<file path="config.mk">
export PLATFORM = sky130hd
export DESIGN_NAME = bounded_stack_with_search_top
export DESIGN_NICKNAME = d
export VERILOG_FILES = /design/src/rtl/bsws_pkg.sv /design/src/rtl/bsws_front.sv /design/src/rtl/bsws_queue.sv /design/src/rtl/bsws_back.sv /design/src/rtl/bounded_stack_with_search_top.sv
export VERILOG_INCLUDE_DIRS = /design/src /design/src/rtl
export SDC_FILE = /design/constraint.sdc
export NUM_CORES = 2
export LEC_CHECK = 0
export ABC_AREA = 0
export BUFFER_PORTS_ARGS = -buffer_cell sky130_fd_sc_hd__buf_4
export CAP_MARGIN = 30
export CORE_MARGIN = 4
export CORE_UTILIZATION = 63
export CTS_CLUSTER_DIAMETER = 40
export CTS_CLUSTER_SIZE = 40
export DETAILED_ROUTE_END_ITERATION = 12
export PLACE_DENSITY = 0.77
export SYNTH_ARGS = -nofsm -noshare
export SYNTH_HDL_FRONTEND = slang
export SYNTH_SLANG_ARGS = --single-unit
export TNS_END_PERCENT = 20
</file>
<file path="constraint.sdc">
create_clock -name i_clk -period 5.31 [get_ports i_clk]
set_input_delay 0.531 -clock i_clk [delete_from_list [all_inputs] [get_ports i_clk]]
set_output_delay 0.531 -clock i_clk [all_outputs]
set_load 0.005 [all_outputs]
</file>
<file path="src/rtl/assert_macros.svh">
// ----------------------------------------------------------------------------
// assert_macros.svh
// assertion macros shared by the rtl, compiled out when SYNTH is defined
// ----------------------------------------------------------------------------
`ifndef ASSERT_MACROS_SVH
`define ASSERT_MACROS_SVH

`ifndef SYNTH
// property checked on every rising clock edge outside reset
`define BSWS_ASSERT(label, prop, msg) \
    label: assert property (@(posedge i_clk) disable iff (!i_rst_n) (prop)) else $error(msg);
// consequent checked in the cycle after the antecedent
`define BSWS_ASSERT_NEXT(label, ante, cons, msg) \
    label: assert property (@(posedge i_clk) disable iff (!i_rst_n) (ante) |=> (cons)) \
        else $error(msg);
`else
`define BSWS_ASSERT(label, prop, msg)
`define BSWS_ASSERT_NEXT(label, ante, cons, msg)
`endif

`endif

</file>
<file path="src/rtl/bsws_pkg.sv">
`timescale 1ns / 1ps
// ----------------------------------------------------------------------------
// bsws_pkg
// shared constants, codes and types of the bounded stack with search
// ----------------------------------------------------------------------------
package bsws_pkg;

    localparam int DEPTH_DEF      = 64;
    localparam int DATA_WIDTH_DEF = 32;
    localparam int FIELD_W        = 32;
    localparam int POS_W          = 6;
    localparam int CAP_W          = 7;
    localparam int OP_W           = 3;
    localparam int ST_W           = 3;
    localparam int TDATA_W        = 40;
    localparam int Q_DEPTH        = 2;
    localparam logic [CAP_W-1:0] CAP_RESET = 7'd64;

    typedef enum logic [OP_W-1:0] {
        OP_PUSH   = 3'd0,
        OP_POP    = 3'd1,
        OP_READ   = 3'd2,
        OP_SEARCH = 3'd3,
        OP_SHOW   = 3'd4
    } t_op;

    typedef enum logic [ST_W-1:0] {
        ST_OK       = 3'd0,
        ST_FULL     = 3'd1,
        ST_EMPTY    = 3'd2,
        ST_BADPOS   = 3'd3,
        ST_NOTFOUND = 3'd4
    } t_status;

    typedef struct packed {
        t_op                op;
        logic [FIELD_W-1:0] data;
        logic [POS_W-1:0]   pos;
    } t_cmd;

    typedef struct packed {
        logic             busy;
        logic [CAP_W-1:0] count;
    } t_bk_stat;

endpackage

</file>
<file path="src/rtl/bsws_front.sv">
`timescale 1ns / 1ps
// ----------------------------------------------------------------------------
// bsws_front
// takes requests, decodes the opcode and drops codes with no meaning
// ----------------------------------------------------------------------------
module bsws_front (
    input  logic                            i_in_valid,
    output logic                            o_in_ready,
    input  logic [bsws_pkg::OP_W-1:0]       i_opcode,
    input  logic [bsws_pkg::FIELD_W-1:0]    i_data,
    input  logic [bsws_pkg::POS_W-1:0]      i_pos,
    output logic                            o_cmd_valid,
    input  logic                            i_cmd_ready,
    output bsws_pkg::t_cmd                  o_cmd
);
    import bsws_pkg::*;

    logic w_legal;

    always_comb begin
        unique case (i_opcode)
            OP_PUSH, OP_POP, OP_READ, OP_SEARCH, OP_SHOW: w_legal = 1'b1;
            default: w_legal = 1'b0;
        endcase
    end

    // illegal requests are taken and discarded
    assign o_in_ready  = i_cmd_ready;
    assign o_cmd_valid = i_in_valid && w_legal;
    assign o_cmd.op    = t_op'(i_opcode);
    assign o_cmd.data  = i_data;
    assign o_cmd.pos   = i_pos;

endmodule

</file>
<file path="src/rtl/bsws_queue.sv">
`timescale 1ns / 1ps
// ----------------------------------------------------------------------------
// bsws_queue
// short command queue between the front and the back
// ----------------------------------------------------------------------------
module bsws_queue (
    input  logic            i_clk,
    input  logic            i_rst_n,
    input  logic            i_valid,
    output logic            o_ready,
    input  bsws_pkg::t_cmd  i_cmd,
    output logic            o_valid,
    input  logic            i_ready,
    output bsws_pkg::t_cmd  o_cmd
);
    import bsws_pkg::*;

    localparam int QA = $clog2(Q_DEPTH);
    localparam int QF = $clog2(Q_DEPTH + 1);

    t_cmd            r_slot [Q_DEPTH];
    logic [QA-1:0]   r_wr_ptr, n_wr_ptr;
    logic [QA-1:0]   r_rd_ptr, n_rd_ptr;
    logic [QF-1:0]   r_fill, n_fill;
    logic            w_push, w_pop;

    assign o_ready = (r_fill != QF'(Q_DEPTH));
    assign o_valid = (r_fill != '0);
    assign o_cmd   = r_slot[r_rd_ptr];
    assign w_push  = i_valid && o_ready;
    assign w_pop   = o_valid && i_ready;

    always_comb begin
        n_wr_ptr = w_push ? QA'(r_wr_ptr + 1'b1) : r_wr_ptr;
        n_rd_ptr = w_pop  ? QA'(r_rd_ptr + 1'b1) : r_rd_ptr;
        unique case ({w_push, w_pop})
            2'b10:   n_fill = QF'(r_fill + 1'b1);
            2'b01:   n_fill = QF'(r_fill - 1'b1);
            default: n_fill = r_fill;
        endcase
    end

    always_ff @(posedge i_clk) begin
        if (!i_rst_n) begin
            r_wr_ptr <= '0;
            r_rd_ptr <= '0;
            r_fill   <= '0;
        end else begin
            r_wr_ptr <= n_wr_ptr;
            r_rd_ptr <= n_rd_ptr;
            r_fill   <= n_fill;
        end
    end

    always_ff @(posedge i_clk) begin
        if (w_push) begin
            r_slot[r_wr_ptr] <= i_cmd;
        end
    end

endmodule

</file>
<file path="src/rtl/bsws_back.sv">
`timescale 1ns / 1ps
// ----------------------------------------------------------------------------
// bsws_back
// executes stack commands against the entry memory and drives results
// ----------------------------------------------------------------------------
module bsws_back #(
    parameter int DEPTH      = bsws_pkg::DEPTH_DEF,
    parameter int DATA_WIDTH = bsws_pkg::DATA_WIDTH_DEF
) (
    input  logic                            i_clk,
    input  logic                            i_rst_n,
    input  logic [bsws_pkg::CAP_W-1:0]      i_cap,
    input  logic                            i_cmd_valid,
    output logic                            o_cmd_ready,
    input  bsws_pkg::t_cmd                  i_cmd,
    output logic                            o_out_valid,
    input  logic                            i_out_ready,
    output bsws_pkg::t_status               o_status,
    output logic [bsws_pkg::FIELD_W-1:0]    o_value,
    output logic [bsws_pkg::POS_W-1:0]      o_pos,
    output logic                            o_last,
    output bsws_pkg::t_bk_stat              o_stat
);
    import bsws_pkg::*;

    localparam int AW = $clog2(DEPTH);
    localparam int CW = $clog2(DEPTH + 1);

    typedef enum logic [4:0] {
        S_IDLE   = 5'b00001,
        S_DECIDE = 5'b00010,
        S_ONE    = 5'b00100,
        S_SCAN   = 5'b01000,
        S_FLUSH  = 5'b10000
    } t_state;

    t_state                  r_state, n_state;
    t_cmd                    r_cmd, n_cmd;
    logic [CW-1:0]           r_count, n_count;
    logic [AW-1:0]           r_idx, n_idx;
    logic                    r_found, n_found;
    logic [DATA_WIDTH-1:0]   r_pend_val, n_pend_val;
    logic [AW-1:0]           r_pend_idx, n_pend_idx;

    logic [DATA_WIDTH-1:0]   r_mem [DEPTH];
    logic [DATA_WIDTH-1:0]   r_rd_data;
    logic                    wr_en, rd_en;
    logic [AW-1:0]           rd_addr;

    logic                    r_out_valid;
    t_status                 r_out_status;
    logic [FIELD_W-1:0]      r_out_value;
    logic [POS_W-1:0]        r_out_pos;
    logic                    r_out_last;

    logic                    emit, step, out_free, full, bad_pos, match;
    t_status                 e_status;
    logic [FIELD_W-1:0]      e_value;
    logic [POS_W-1:0]        e_pos;
    logic                    e_last;
    logic [AW-1:0]           count_m1;
    logic [DATA_WIDTH-1:0]   key;
    logic [FIELD_W-1:0]      key_field, rd_field, pend_field;

    // stored form is the input sign-extended or cut to the data width
    generate
        if (DATA_WIDTH > FIELD_W) begin : g_key_wide
            assign key = {{(DATA_WIDTH - FIELD_W){r_cmd.data[FIELD_W-1]}}, r_cmd.data};
        end else begin : g_key_narrow
            assign key = r_cmd.data[DATA_WIDTH-1:0];
        end
        if (DATA_WIDTH >= FIELD_W) begin : g_fld_wide
            assign key_field  = key[FIELD_W-1:0];
            assign rd_field   = r_rd_data[FIELD_W-1:0];
            assign pend_field = r_pend_val[FIELD_W-1:0];
        end else begin : g_fld_narrow
            assign key_field  = {{(FIELD_W - DATA_WIDTH){key[DATA_WIDTH-1]}}, key};
            assign rd_field   = {{(FIELD_W - DATA_WIDTH){r_rd_data[DATA_WIDTH-1]}}, r_rd_data};
            assign pend_field = {{(FIELD_W - DATA_WIDTH){r_pend_val[DATA_WIDTH-1]}},
                                 r_pend_val};
        end
    endgenerate

    assign out_free = !r_out_valid || i_out_ready;
    assign full     = (CAP_W'(r_count) >= i_cap) || (r_count == CW'(DEPTH));
    assign bad_pos  = (CAP_W'(r_cmd.pos) >= CAP_W'(r_count));
    assign count_m1 = AW'(r_count - 1'b1);
    assign match    = (r_rd_data == key);

    always_comb begin
        n_state    = r_state;
        n_cmd      = r_cmd;
        n_count    = r_count;
        n_idx      = r_idx;
        n_found    = r_found;
        n_pend_val = r_pend_val;
        n_pend_idx = r_pend_idx;
        o_cmd_ready = 1'b0;
        emit       = 1'b0;
        step       = 1'b0;
        e_status   = ST_OK;
        e_value    = '0;
        e_pos      = '0;
        e_last     = 1'b1;
        wr_en      = 1'b0;
        rd_en      = 1'b0;
        rd_addr    = r_idx;

        unique case (r_state)
            S_IDLE: begin
                o_cmd_ready = 1'b1;
                if (i_cmd_valid) begin
                    n_cmd   = i_cmd;
                    n_state = S_DECIDE;
                end
            end
            S_DECIDE: begin
                unique case (r_cmd.op)
                    OP_PUSH: begin
                        if (out_free) begin
                            emit    = 1'b1;
                            n_state = S_IDLE;
                            if (full) begin
                                e_status = ST_FULL;
                                e_value  = r_cmd.data;
                            end else begin
                                wr_en   = 1'b1;
                                e_value = key_field;
                                e_pos   = POS_W'(r_count);
                                n_count = CW'(r_count + 1'b1);
                            end
                        end
                    end
                    OP_POP: begin
                        if (r_count == '0) begin
                            if (out_free) begin
                                emit     = 1'b1;
                                e_status = ST_EMPTY;
                                n_state  = S_IDLE;
                            end
                        end else begin
                            rd_en   = 1'b1;
                            rd_addr = count_m1;
                            n_idx   = count_m1;
                            n_state = S_ONE;
                        end
                    end
                    OP_READ: begin
                        if (bad_pos) begin
                            if (out_free) begin
                                emit     = 1'b1;
                                e_status = ST_BADPOS;
                                e_pos    = r_cmd.pos;
                                n_state  = S_IDLE;
                            end
                        end else begin
                            rd_en   = 1'b1;
                            rd_addr = r_cmd.pos[AW-1:0];
                            n_idx   = r_cmd.pos[AW-1:0];
                            n_state = S_ONE;
                        end
                    end
                    OP_SEARCH, OP_SHOW: begin
                        if (r_count == '0) begin
                            if (out_free) begin
                                emit    = 1'b1;
                                n_state = S_IDLE;
                                if (r_cmd.op == OP_SEARCH) begin
                                    e_status = ST_NOTFOUND;
                                    e_value  = r_cmd.data;
                                end else begin
                                    e_status = ST_EMPTY;
                                end
                            end
                        end else begin
                            rd_en   = 1'b1;
                            rd_addr = count_m1;
                            n_idx   = count_m1;
                            n_found = 1'b0;
                            n_state = S_SCAN;
                        end
                    end
                    default: n_state = S_IDLE;
                endcase
            end
            S_ONE: begin
                if (out_free) begin
                    emit    = 1'b1;
                    e_value = rd_field;
                    e_pos   = POS_W'(r_idx);
                    n_state = S_IDLE;
                    if (r_cmd.op == OP_POP) begin
                        n_count = CW'(r_idx);
                    end
                end
            end
            S_SCAN: begin
                if (r_cmd.op == OP_SHOW) begin
                    if (out_free) begin
                        emit    = 1'b1;
                        e_value = rd_field;
                        e_pos   = POS_W'(r_idx);
                        e_last  = (r_idx == '0);
                        step    = 1'b1;
                    end
                end else begin
                    // a held match goes out only once a later one proves it is not last
                    if (match && r_found) begin
                        if (out_free) begin
                            emit    = 1'b1;
                            e_value = pend_field;
                            e_pos   = POS_W'(r_pend_idx);
                            e_last  = 1'b0;
                            step    = 1'b1;
                        end
                    end else begin
                        step = 1'b1;
                    end
                    if (step && match) begin
                        n_found    = 1'b1;
                        n_pend_val = r_rd_data;
                        n_pend_idx = r_idx;
                    end
                end
                if (step) begin
                    if (r_idx == '0) begin
                        n_state = (r_cmd.op == OP_SHOW) ? S_IDLE : S_FLUSH;
                    end else begin
                        rd_en   = 1'b1;
                        rd_addr = AW'(r_idx - 1'b1);
                        n_idx   = AW'(r_idx - 1'b1);
                    end
                end
            end
            S_FLUSH: begin
                if (out_free) begin
                    emit    = 1'b1;
                    n_state = S_IDLE;
                    if (r_found) begin
                        e_value = pend_field;
                        e_pos   = POS_W'(r_pend_idx);
                    end else begin
                        e_status = ST_NOTFOUND;
                        e_value  = r_cmd.data;
                    end
                end
            end
            default: n_state = S_IDLE;
        endcase
    end

    always_ff @(posedge i_clk) begin
        if (!i_rst_n) begin
            r_state     <= S_IDLE;
            r_count     <= '0;
            r_found     <= 1'b0;
            r_out_valid <= 1'b0;
        end else begin
            r_state <= n_state;
            r_count <= n_count;
            r_found <= n_found;
            if (emit) begin
                r_out_valid <= 1'b1;
            end else if (i_out_ready) begin
                r_out_valid <= 1'b0;
            end
        end
    end

    always_ff @(posedge i_clk) begin
        r_cmd      <= n_cmd;
        r_idx      <= n_idx;
        r_pend_val <= n_pend_val;
        r_pend_idx <= n_pend_idx;
        if (emit) begin
            r_out_status <= e_status;
            r_out_value  <= e_value;
            r_out_pos    <= e_pos;
            r_out_last   <= e_last;
        end
    end

    always_ff @(posedge i_clk) begin
        if (wr_en) begin
            r_mem[r_count[AW-1:0]] <= key;
        end
        if (rd_en) begin
            r_rd_data <= r_mem[rd_addr];
        end
    end

    assign o_out_valid  = r_out_valid;
    assign o_status     = r_out_status;
    assign o_value      = r_out_value;
    assign o_pos        = r_out_pos;
    assign o_last       = r_out_last;
    assign o_stat.busy  = (r_state != S_IDLE);
    assign o_stat.count = CAP_W'(r_count);

endmodule

</file>
<file path="src/rtl/bounded_stack_with_search_top.sv">
`timescale 1ns / 1ps
// ----------------------------------------------------------------------------
// bounded_stack_with_search_top
// bounded lifo stack of signed words with position read and value search
// ----------------------------------------------------------------------------
// requests come in on s_axis: tuser holds the opcode, tdata the value and the
// position. results leave on m_axis: tuser holds the status, tdata the value
// and the position, tlast marks the final result of a request. the capacity
// limit is written through i_cfg_we / i_cfg_wdata; the user must do so only
// while the block is idle; the block itself does not enforce it. a request goes
// into a two-entry command queue, so s_axis_tready stays high until two requests
// wait behind the one the back end is working on. push, failed pop/read and
// empty search/show: the queue hands the request on, the back end takes and
// decides it and the result is registered. pop and read add the registered
// memory read. show reads the top entry, then gives one entry per cycle top
// down while m_axis does not stall. search walks the stack top down at one
// entry per cycle and holds each match until the next one shows it is not
// last. requests run one at a time. a stall on m_axis holds the back end once
// it has a result to give, but a search walk goes on past entries that do not
// match; nothing is dropped. reset empties the stack and sets the capacity
// limit to 64; entry contents are not cleared.
// ----------------------------------------------------------------------------
`include "assert_macros.svh"

module bounded_stack_with_search_top #(
    parameter int DEPTH      = bsws_pkg::DEPTH_DEF,
    parameter int DATA_WIDTH = bsws_pkg::DATA_WIDTH_DEF
) (
    input  logic                            i_clk,
    input  logic                            i_rst_n,
    input  logic                            i_cfg_we,
    input  logic [bsws_pkg::CAP_W-1:0]      i_cfg_wdata,    // capacity_limit
    input  logic                            s_axis_tvalid,
    output logic                            s_axis_tready,
    input  logic [bsws_pkg::TDATA_W-1:0]    s_axis_tdata,   // data_value, position, pad
    input  logic [bsws_pkg::OP_W-1:0]       s_axis_tuser,   // opcode
    output logic                            m_axis_tvalid,
    input  logic                            m_axis_tready,
    output logic [bsws_pkg::TDATA_W-1:0]    m_axis_tdata,   // result_value, result_position, pad
    output logic [bsws_pkg::ST_W-1:0]       m_axis_tuser,   // status
    output logic                            m_axis_tlast
);
    import bsws_pkg::*;

    logic [CAP_W-1:0]    r_cap;
    logic                fr_valid, fr_ready;
    t_cmd                fr_cmd;
    logic                q_valid, q_ready;
    t_cmd                q_cmd;
    t_status             bk_status;
    logic [FIELD_W-1:0]  bk_value;
    logic [POS_W-1:0]    bk_pos;
    t_bk_stat            bk_stat;

    always_ff @(posedge i_clk) begin
        if (!i_rst_n) begin
            r_cap <= CAP_RESET;
        end else if (i_cfg_we) begin
            r_cap <= i_cfg_wdata;
        end
    end

    bsws_front u_front (
        .i_in_valid  (s_axis_tvalid),
        .o_in_ready  (s_axis_tready),
        .i_opcode    (s_axis_tuser),
        .i_data      (s_axis_tdata[FIELD_W-1:0]),
        .i_pos       (s_axis_tdata[FIELD_W+POS_W-1:FIELD_W]),
        .o_cmd_valid (fr_valid),
        .i_cmd_ready (fr_ready),
        .o_cmd       (fr_cmd)
    );

    bsws_queue u_queue (
        .i_clk   (i_clk),
        .i_rst_n (i_rst_n),
        .i_valid (fr_valid),
        .o_ready (fr_ready),
        .i_cmd   (fr_cmd),
        .o_valid (q_valid),
        .i_ready (q_ready),
        .o_cmd   (q_cmd)
    );

    bsws_back #(
        .DEPTH      (DEPTH),
        .DATA_WIDTH (DATA_WIDTH)
    ) u_back (
        .i_clk       (i_clk),
        .i_rst_n     (i_rst_n),
        .i_cap       (r_cap),
        .i_cmd_valid (q_valid),
        .o_cmd_ready (q_ready),
        .i_cmd       (q_cmd),
        .o_out_valid (m_axis_tvalid),
        .i_out_ready (m_axis_tready),
        .o_status    (bk_status),
        .o_value     (bk_value),
        .o_pos       (bk_pos),
        .o_last      (m_axis_tlast),
        .o_stat      (bk_stat)
    );

    assign m_axis_tuser = bk_status;
    assign m_axis_tdata = {{(TDATA_W - FIELD_W - POS_W){1'b0}}, bk_pos, bk_value};

    `BSWS_ASSERT(a_count_bound, bk_stat.count <= CAP_W'(DEPTH), "entry count above depth")
    `BSWS_ASSERT_NEXT(a_stall_holds_count, m_axis_tvalid && !m_axis_tready, $stable(bk_stat.count), "count moved while result stalled")
    `BSWS_ASSERT(a_count_moves_busy, ($past(i_rst_n) && bk_stat.count != $past(bk_stat.count)) |-> $past(bk_stat.busy), "count moved while idle")
    `BSWS_ASSERT(a_error_is_last, (m_axis_tvalid && m_axis_tuser != ST_OK) |-> m_axis_tlast, "error result without last")

endmodule

</file>
==> results_dict.tcl <==
set metrics [dict create \
    p_per_area_nw_per_um2 544 \
    hold_viol 0 \
    placementRows 138 \
    finalSetupViolCount 0 \
    drtIter0Drc 8456 \
    cts_tree "built" \
    skew_ns 0.0814 \
    critPathRequiredTime_ns 5.84 \
    drive_gt1_frac 0.267 \
    hold_depth 3 \
    first_pass_iters 8 \
    cpPeakStageDelay_ns 0.65 \
    ys_top_cells_by_area "edfxtp_1 76%, mux4_2 11%, nand2_1 1.6%" \
    min_period_ns 5.20 \
    status "finished clean" \
    clock_sinks 2314 \
    ios 101 \
    cap_viol_max_count 0 \
    fillers 7506 \
    seq_area_frac_synth 0.771 \
    portBuffers 96 \
    synth_area_um2 89800 \
    gr-total-overflow 0 \
    ys_async_sr_fraction 0 \
    yosysTopAreaCellShare 0.764 \
    path_cells "xnor2_1 > nand4_1 > nor4_2 > buf_4 > and3_4 > or3_1 > and3_4 > buf_16 > buf_12 > buf_4 > buf_4 > mux4_2 > nand2_1 > a21oi_1 > or4_1" \
    rr_worst_depth 15 \
    syn-instance-count 4577 \
    drc 0 \
    cts_buffers 228 \
    crit_fanout 24 \
    hp-start "s_axis_tvalid" \
    utilization 0.738 \
    grtUsageTotal 0.336 \
    power.total_w 0.0568 \
    worst_pin_slew_ns 1.04 \
    vias 50100 \
    crit_arrival_ns 5.73 \
    rr_startpoint "u_back.r_rd_data[31]" \
    final_area_um2 104000 \
    tns_ns 0 \
    r2r_slack_ns 0.11 \
    dp.cells 6613 \
    path_common_cell "buf_4" \
    seq_area_um2 69200 \
    clock_path_buffers 3 \
    crit_buf_inv 5 \
    dpl_cell_area_um2 95500 \
    core_area_um2 142000 \
    criticalPathCategory "flop to flop" \
    slowest_stage "or4_1" \
    p_leak_nw 33.5 \
    period_share 0.979 \
    cp-end-kind "flop" \
    wl_per_cell_um 34.7 \
    start_util 0.634 \
    insertion_delay_ns 0.91 \
    nets 5091 \
    drv_slew 0 \
    antenna_left 0 \
    dp_hpwl_um 132000 \
    grt_pass1_vias 49400 \
    areaGrowthSynthToFinish_pct 16.4 \
    layout_commonest_cell "edfxtp_1" \
    layout_common_cells "2283 x edfxtp_1, 427 x mux4_2, 389 x nand2_1, 329 x buf_4, 230 x clkbuf_16" \
    relSlewSlack 0.308 \
    synth_edf_count 2283 \
    grt_pass1_wl_um 352000 \
    hold_class "primary input to flop" \
    via_per_inst 7.03 \
    clkSlewWorstSetupHoldPaths_ns 0.06 \
    regToRegEndpoint "u_back.r_rd_data[1]" \
    h-tree-depth 4 \
    synth_largest_area_cell "edfxtp_1" \
    die_area_um2 149000 \
    root_buffer "clkbuf_16" \
    startpoint "u_back.r_rd_data[31]" \
    syn_area_per_cell_um2 19.6 \
    max_freq_mhz 192 \
    start_kind "flop" \
    multi_input_area_um2 19700 \
    yosysWarningCount 0 \
    grt_max_degree 111 \
    die_h_um 385 \
    fin_cells 7126 \
    gp_congestion 0.920 \
    synth-seq-cells 2314 \
    wl_um 247000 \
    antenna_found_initial 21 \
    ir_drop_mv 0.414 \
    crit_family "simple AND/OR/NAND/NOR gates" \
    die_width_um 385 \
    min_to "u_queue.r_wr_ptr" \
    synth_ff_type "edfxtp_1" \
    ys_types 86 \
]
## final cells by class
| cell class | instances | share of cell area |
|---|---|---|
| inverters | 27 | 0.00110 |
| diodes | 15 | 0.000359 |
| repair buffers | 473 | 0.0458 |
| multi-input cells | 1974 | 0.189 |
| clock inverters | 192 | 0.0243 |
| clock buffers | 241 | 0.0551 |
| well taps | 1890 | 0.0226 |
| flip-flops and latches | 2314 | 0.662 |
## flip-flops by register name, summed over array words and instances, names as in the netlist, 7 cells and up
| register | cells |
|---|---|
| r_cap | 7 |
| u_back.key | 32 |
| u_back.o_value | 32 |
| u_back.pend_field | 32 |
| u_back.r_cmd | 9 |
| u_back.r_count | 7 |
| u_back.r_mem | 2048 |
| u_back.r_rd_data | 32 |
| u_queue.r_slot | 82 |
## stage by stage
step	setup WS, ns	hold WS, ns
after detailed placement	0.152	0.488
after global routing	-0.00464	0.0617
after global placement	0.222	0.485
final	0.111	0.0827
after CTS	0.0495	0.00427
after floorplan	0.403	0.403
## cells by family (layout without fill, tap and decap cells)
logic type                 after synthesis  count (layout)  synth area share
AOI/OAI and AO/OA                      663             663            0.0497
xor gates and xnor gates                40              40           0.00390
adders and majority gates               18              18           0.00251
buffers and inverters                  290             933            0.0162
DFF                                   2314            2314             0.771
muxes                                  560             560             0.123
other                                    1              17         0.0000418
and+or+nand+nor                        691             691            0.0344
## worst max path at each step
stage / end / slack (ns) / depth (start not counted)
finish: u_back.r_rd_data[1] / 0.11 / 15
global placement: u_back.r_rd_data[1] / 0.22 / 15
detailed placement: u_back.r_rd_data[1] / 0.15 / 15
CTS: u_back.r_rd_data[1] / 0.05 / 15
global route: u_back.r_rd_data[1] / -0.005 / 15
floorplan: u_queue.r_fill[1] / 0.40 / 7
## routing by layer
metal | track usage | vias to the layer above | wire length [um]
met4 | 0.159 | 14 | 12800
met1 | 0.466 | 25500 | 85000
li1 | - | 19800 | -
met2 | 0.502 | 4175 | 114000
met5 | 0 | - | 89
met3 | 0.0968 | 628 | 35400
## repair_timing
action | 4_1_cts | 5_1_grt
setup buffers | 0 | 6
resized for setup | 0 | 1
setup endpoints to repair | 0 | 9
hold buffers | 57 | 0
endpoints found under the hold margin | 93 | 0
## tightest hold or removal path: stages
cell     delay (ns)
buf_4          0.08
a31oi_1        0.08
o21a_1         0.17
## cells in the mapped netlist, drive strengths merged (8+ instances only)
cell type,n
a21o,11
a21oi,188
a221oi,35
a22o,29
a22oi,139
a31oi,35
and2,9
and3,11
buf,141
clkbuf,122
dfxtp,31
edfxtp,2283
ha,18
inv,27
mux2,44
mux2i,89
mux4,427
nand2,390
nand3,34
nand4,10
nor2,127
nor3,26
o211ai,33
o21ai,61
o221ai,8
o22a,29
o22ai,42
or3,12
or4,29
xnor2,29
xor2,11
## power by group
part | switching [W] | internal, W
Combinational | 0.0103 | 0.00619
Sequential | 0.000266 | 0.0226
Clock | 0.00780 | 0.00957
(Power assumes the default switching activity.)
